### src/design/brdw_pkg.sv
// Package for the block run dedup writer: widths, table constants and state codes.
// Standalone; used by the top level and its modulo unit.
package brdw_pkg;
  localparam int TableDepth  = 1024;
  localparam int IdxBits     = $clog2(TableDepth);
  localparam int CntBits     = IdxBits + 1;
  localparam int OfsBits     = 48;
  localparam int SizeBits    = 24;
  localparam int HashBits    = 57;
  localparam int DbsBits     = 21;
  localparam logic [DbsBits-1:0] DbsReset = DbsBits'(4096);

  typedef enum logic [4:0] {
    S_IDLE, S_PAD1_DIV, S_PAD1_WAIT, S_PAD1_APPLY, S_BLOCK, S_PAD2_DIV, S_PAD2_WAIT,
    S_PAD2_APPLY, S_DD_START, S_DD_RD, S_DD_CMP, S_DD_CUT_RD, S_DD_CUT_WAIT,
    S_DD_CUT, S_LOC_RD, S_LOC_WAIT, S_OUT
  } state_e;

  typedef struct packed {
    logic start;
  } mod_req_t;

  typedef struct packed {
    logic                busy;
    logic                done;
    logic [DbsBits-1:0]  rem;
  } mod_rsp_t;
endpackage

### src/design/brdw_mod.sv
// Restoring bit-serial modulo unit: 48-bit dividend mod 21-bit divisor, one bit a cycle.
// Depends on brdw_pkg.
module brdw_mod (
  input  logic                         clk_i,
  input  logic                         rst_ni,
  input  brdw_pkg::mod_req_t           req_i,
  input  logic [brdw_pkg::OfsBits-1:0] dividend_i,
  input  logic [brdw_pkg::DbsBits-1:0] divisor_i,
  output brdw_pkg::mod_rsp_t           rsp_o
);
  import brdw_pkg::*;

  localparam int CBits = $clog2(OfsBits + 1);

  logic [OfsBits-1:0] num_q, num_d;
  logic [DbsBits:0]   rem_q, rem_d;
  logic [CBits-1:0]   cnt_q, cnt_d;
  logic               busy_q, busy_d, done_q, done_d;
  logic [DbsBits:0]   shifted;

  always_comb begin
    num_d   = num_q;
    rem_d   = rem_q;
    cnt_d   = cnt_q;
    busy_d  = busy_q;
    done_d  = 1'b0;
    shifted = {rem_q[DbsBits-1:0], num_q[OfsBits-1]};
    if (req_i.start) begin
      num_d  = dividend_i;
      rem_d  = '0;
      cnt_d  = CBits'(OfsBits);
      busy_d = 1'b1;
    end else if (busy_q) begin
      num_d = {num_q[OfsBits-2:0], 1'b0};
      rem_d = (shifted >= {1'b0, divisor_i}) ? shifted - {1'b0, divisor_i} : shifted;
      cnt_d = cnt_q - 1'b1;
      if (cnt_q == CBits'(1)) begin
        busy_d = 1'b0;
        done_d = 1'b1;
      end
    end
  end

  always_ff @(posedge clk_i or negedge rst_ni) begin
    if (!rst_ni) begin
      busy_q <= 1'b0;
      done_q <= 1'b0;
      cnt_q  <= '0;
    end else begin
      busy_q <= busy_d;
      done_q <= done_d;
      cnt_q  <= cnt_d;
    end
  end

  always_ff @(posedge clk_i) begin
    num_q <= num_d;
    rem_q <= rem_d;
  end

  assign rsp_o = '{busy: busy_q, done: done_q, rem: rem_q[DbsBits-1:0]};
endmodule

### config.mk
export PLATFORM = sky130hd
export DESIGN_NAME = brdw_mod
export DESIGN_NICKNAME = d
export VERILOG_FILES = /design/src/design/brdw_pkg.sv /design/src/design/brdw_mod.sv
export SDC_FILE = /design/constraint.sdc
export NUM_CORES = 1
export LEC_CHECK = 0
export BUFFER_PORTS_ARGS = -buffer_cell sky130_fd_sc_hd__buf_4
export CAP_MARGIN = 20
export CORE_MARGIN = 1.5
export CORE_UTILIZATION = 59
export DETAILED_ROUTE_END_ITERATION = 6
export PLACE_DENSITY = 0.91
export SYNTH_ARGS = -nofsm -noshare
export SYNTH_HDL_FRONTEND = slang
export SYNTH_SLANG_ARGS = --single-unit
### constraint.sdc
create_clock -name clk_i -period 5.2 [get_ports clk_i]
set_input_delay 1.04 -clock clk_i [delete_from_list [all_inputs] [get_ports clk_i]]
set_output_delay 1.04 -clock clk_i [all_outputs]
set_load 0.03 [all_outputs]
**After elaboration in Yosys (flattened, before gate mapping)**

Index checks and enable logic that the tools add are counted.

- Bits in registers: 77
- Latch bits: 0
- Bits in writable memories: 0
- Memory bits (read-only): 0
- Input bits: 72
- Word-level logic and storage cells: 21
- Memories: 0

- Add/sub/neg operators: 2
- Multiply operators: 0
- Div/mod/pow operators: 0
- Magnitude comparators: 1
- Equality and inequality tests: 1
- Shift-type cells: 0
- Mux-type cells: 11
- Bitwise operators: 0
- Reductions and logical operators: 1

Operator list:

| operator | number |
|---|---|
| 2-to-1 mux 48 bit | 2 |
| >= comparator 22 x 21 -> 1 bit | 1 |
| 2-to-1 mux 21 bit | 1 |
| subtractor 21 bit | 1 |
| 2-to-1 mux 6 bit | 2 |
| == test 6 x 1 -> 1 bit (second input constant) | 1 |
| 2-to-1 mux 1 bit | 6 |
| subtractor 6 x 1 -> 6 bit (second input constant) | 1 |
| nonzero test 2 bit | 1 |

**Logic depth before layout (Yosys ltp)**

- Depth in word-level cells: 4
- Gate-level depth with buffers: 13
- Depth with buffers taken out: 12

**Worst setup path before layout**

OpenSTA, ideal clock, no wires.

- Kind: input to register
- Start point: input divisor_i[0] (netlist name)
- End point: register rem_q[20]
- Library setup time: 0.095 ns
- Data arrival time: 3.276 ns
- Data required time: 5.105 ns
- Path slack: 1.829 ns
- Cell stages on the path: 12
- Cell sequence: ha_1 inv_1 fa_1 a211o_1 o211ai_2 a2111o_1 a211oi_2 o21ai_2 nand2_2 buf_6 or3_1 o311ai_1

- Word-level cells in the longest chain between the ends: 2

RTL lines:

| what | line | source |
|---|---|---|
| start: declaration | brdw_mod.sv:8 | `input logic [brdw_pkg::DbsBits-1:0] divisor_i,` |
| subtractor 21 bit or >= comparator 22 x 21 -> 1 bit (tied branches) | brdw_mod.sv:35 | `rem_d = (shifted >= {1'b0, divisor_i}) ? shifted - {1'b0, divisor_i} : shifted;` |
| 2-to-1 mux 21 bit * | brdw_mod.sv:35 |  |
| end signal: assignment | brdw_mod.sv:58 | `rem_q <= rem_d;` |
| end: declaration | brdw_mod.sv:16 | `logic [DbsBits:0] rem_q, rem_d;` |

Mark *: on every way between the ends. The rest lies on a longest branch, timed or not.
A chain may end at the register's enable or synchronous reset.

**Worst setup path after layout**

Same ends and word-level chain as after synthesis.

==> metrics.md <==
| Metric | Value |
|---|---|
| Status | `completed` |
| Crit share post-route | `0.7049` |
| NumNets Final | `602` |
| CTS Root Cell | `clkbuf_8` |
| Nature of the critical path endpoint | `flip-flop` |
| FF-to-FF path depth | `12` |
| Seq/Total Area, Yosys | `0.4583` |
| FMAX | `0.2728 GHz` |
| GPL Wtd Cong | `0.9249` |
| Async SR Flop Fraction | `0.1039` |
| CTS HTree Levels | `3` |
| Postcts setup bufs | `0` |
| Post-Syn Area | `4499 µm²` |
| Tot Pwr | `0.002345 W` |
| HP Class | `input port to async pin` |
| Sw Ratio | `0.3991` |
| WP data required | `5.43 ns` |
| Via density | `5.779` |
| Max-Cap Viols | `0` |
| Number of antenna violations at the first check in global routing | `0` |
| Reg2Reg Setup Slack | `1.75 ns` |
| Worst r2r src | `num_q[47]` |
| Post-synth EDFFs | `48` |
| Tmin final | `3.666 ns` |
| Cts hold-fix bufs | `0` |
| CP peak stage delay | `0.49 ns` |
| Final setup fails | `0` |
| Buffers on Ports | `94` |
| Crit-path cells | `buf_4 > ha_1 > inv_1 > fa_1 > a211o_1 > o211ai_2 > a2111o_1 > a211oi_2 > o21ai_2 > nand2_2 > or3_1 > o311ai_1` |
| #FFs+latches synth | `77` |
| RSZ-0062 raised after global routing | `false` |
| Final-report max-slew violation count | `0` |
| Starting Density | `0.6138` |
| Synth Flop Type | `edfxtp_1` |
| Die area | `8159 µm²` |
| Largest net degree at the start of global routing | `82` |
| DRT iter0 DRCs | `251` |
| First-pass GRT wire length | `16.13 mm` |
| Area delta synth->final | `20.16%` |
| Sink Count | `77` |
| Routed Antenna Nets | `0` |
| Pint | `0.001409 W` |
| CTS tree | `yes` |
| Vias post-DR | `3,525` |
| Worst-Skew Late Latency | `0.34 ns` |
| CTS buffer count | `9` |
| Final WL | `9.882 mm` |
| Tot GR Track Use | `0.2474` |
| Comb power frac | `0.461` |
| Setup TNS | `0 ns` |
| I/O pins | `95` |
| Leak pwr | `2.337 nW` |
| Yosys cell types | `54` |
| Slew Limit Headroom | `0.3543` |
| Yosys warns | `0` |
| Reg power frac | `0.369` |
| Switching power total | `0.0009360 W` |
| Peak VDD IR | `0.2991 mV` |
| Max Buffers Root-to-Sink | `2` |
| Final Hold Vio Count | `0` |
| DR pass1 iterations | `6` |
| CP Max Fanout | `21` |
| Worst Max-Slew Pin Slew | `0.9671 ns` |
| Hpwl dp | `6.985 mm` |
| Clock skew | `0.01381 ns` |
| Core Rows | `31` |
| Die X-Extent | `90.33 µm` |
| Antenna diodes | `0` |
| Clock power frac | `0.170` |
| Most common cell after layout, fill and taps aside | `buf_4` |
| Clock transition at the registers of the reported paths | `0.08 ns` |
| Most frequent cells in the layout | `buf_4 (95), edfxtp_1 (48), mux2_2 (47), nor2_1 (41), inv_1 (30)` |
| Vias in the first global route | `3,429` |
| Die H | `90.33 µm` |
| Post-Syn Instances | `420` |
| Reg2reg end | `rem_q[20]` |
| Grt ovf | `0` |
| WS Path Type | `input port to flip-flop` |
| Share of layout cells above drive strength 1 | `0.3327` |
| DRC errors left | `0` |
| Pwr Density | `433.8 nW/µm²` |
| Slowest cell on the critical path | `or3_1` |
| Core box area | `7331 µm²` |
| Syn Nets | `516` |
| Arrival time worst endpoint | `3.89 ns` |
| Routed WL per cell | `16.20 µm` |
| Post-CTS sizing | `0` |
| Syn avg cell area | `10.71 µm²` |
| Startpoint Class | `input port` |
[power groups by stage]
stage | combinational, W | clock [W] | sequential (W)
after floorplan | 0.000683 | 0 | 0.000971
after global placement | 0.00103 | 0 | 0.000868
after detailed placement | 0.00106 | 0 | 0.000876
after CTS | 0.00107 | 0.000405 | 0.000864
after global routing | 0.00117 | 0.000429 | 0.000881
final | 0.00108 | 0.000399 | 0.000865
[worst max-delay path: cells and delay by family]
family / cells / cell delay, ns
and+or+nand+nor: 2 / 0.90
adders and majority gates: 2 / 0.58
AOI/OAI and AO/OA: 6 / 1.22
buffers and inverters: 2 / 0.14
[area by class of cell]
| cell class | count | area [µm²] |
|---|---|---|
| Sequential cell | 77 | 2062 |
| Inverter | 32 | 120.1 |
| Timing Repair Buffer | 95 | 713.2 |
| Clock inverter | 6 | 40.04 |
| Multi-Input combinational cell | 291 | 2220 |
| Tap cell | 99 | 123.9 |
| Fill cell | 501 | 1924 |
| Clock buffer | 10 | 127.6 |
[registers in the layout, indices dropped and copies added (netlist names)]
signal and count:
cnt_q 6, busy_q 1, num_q 48, done_q 1
rem_q 21
[cell families (layout without fill, tap and decap cells)]
kind of cell	count (synthesis)	count (layout)	synth area share
AOI/OAI and AO/OA	87	87	0.1365
muxes	59	59	0.1443
DFF	77	77	0.4583
adders and majority gates	24	24	0.06841
and+or+nand+nor	102	102	0.1071
xor gates and xnor gates	19	19	0.03699
buffers and inverters	52	143	0.04839
[through the flow]
| stage | hold WS (ns) | cell area, µm² | cells | util | setup slack, ns |
|---|---|---|---|---|---|
| 4_1_cts | 0.4895 | 5406 | 610 | 0.7375 | 1.584 |
| 6_report | 0.4997 | 5406 | 610 | 0.7375 | 1.534 |
| 5_1_grt | 0.4862 | 5406 | 610 | 0.7375 | 1.374 |
| 2_1_floorplan | 0.4935 | 4499 | 420 | - | 1.829 |
| 3_3_place_gp | 0.4858 | 5239 | 594 | 0.7146 | 1.371 |
| 3_5_place_dp | 0.5006 | 5239 | 594 | 0.7146 | 1.231 |
[cell usage after synthesis, types with 8 or more instances]
master	number	area [µm²]
xnor2_1	12	105.1
nor2_1	41	153.9
a21oi_1	15	75.07
mux2_2	47	529.3
dfxtp_1	21	420.4
inv_1	31	116.4
mux2i_1	12	120.1
o21ai_0	18	90.09
clkbuf_1	13	48.80
edfxtp_1	48	1441
ha_1	23	287.8
a211oi_1	12	90.09
dfrtp_1	8	200.2
nand2_1	21	78.83
[metal layers]
metal | routed length [µm] | vias to the layer above | part of all wire | track usage
li1 | - | 1707 | - | -
met1 | 4256 | 1649 | 0.43 | 0.3307
met2 | 4813 | 149 | 0.49 | 0.3958
met3 | 613 | 20 | 0.062 | 0.05219
met4 | 198 | 0 | 0.020 | 0.09656
met5 | 0 | - | 0 | 0
[how the worst max path moves through the flow]
stage | slack, ns | depth (start not counted) | to | start
finish | 1.53 | 12 | rem_q[20] | divisor_i[0]
global route | 1.37 | 11 | rem_q[20] | divisor_i[7]
CTS | 1.58 | 12 | rem_q[20] | divisor_i[0]
detailed placement | 1.23 | 12 | rem_q[20] | divisor_i[0]
global placement | 1.37 | 12 | rem_q[2] | divisor_i[0]
floorplan | 1.83 | 12 | rem_q[20] | divisor_i[0]
(Power assumes the default switching activity.)
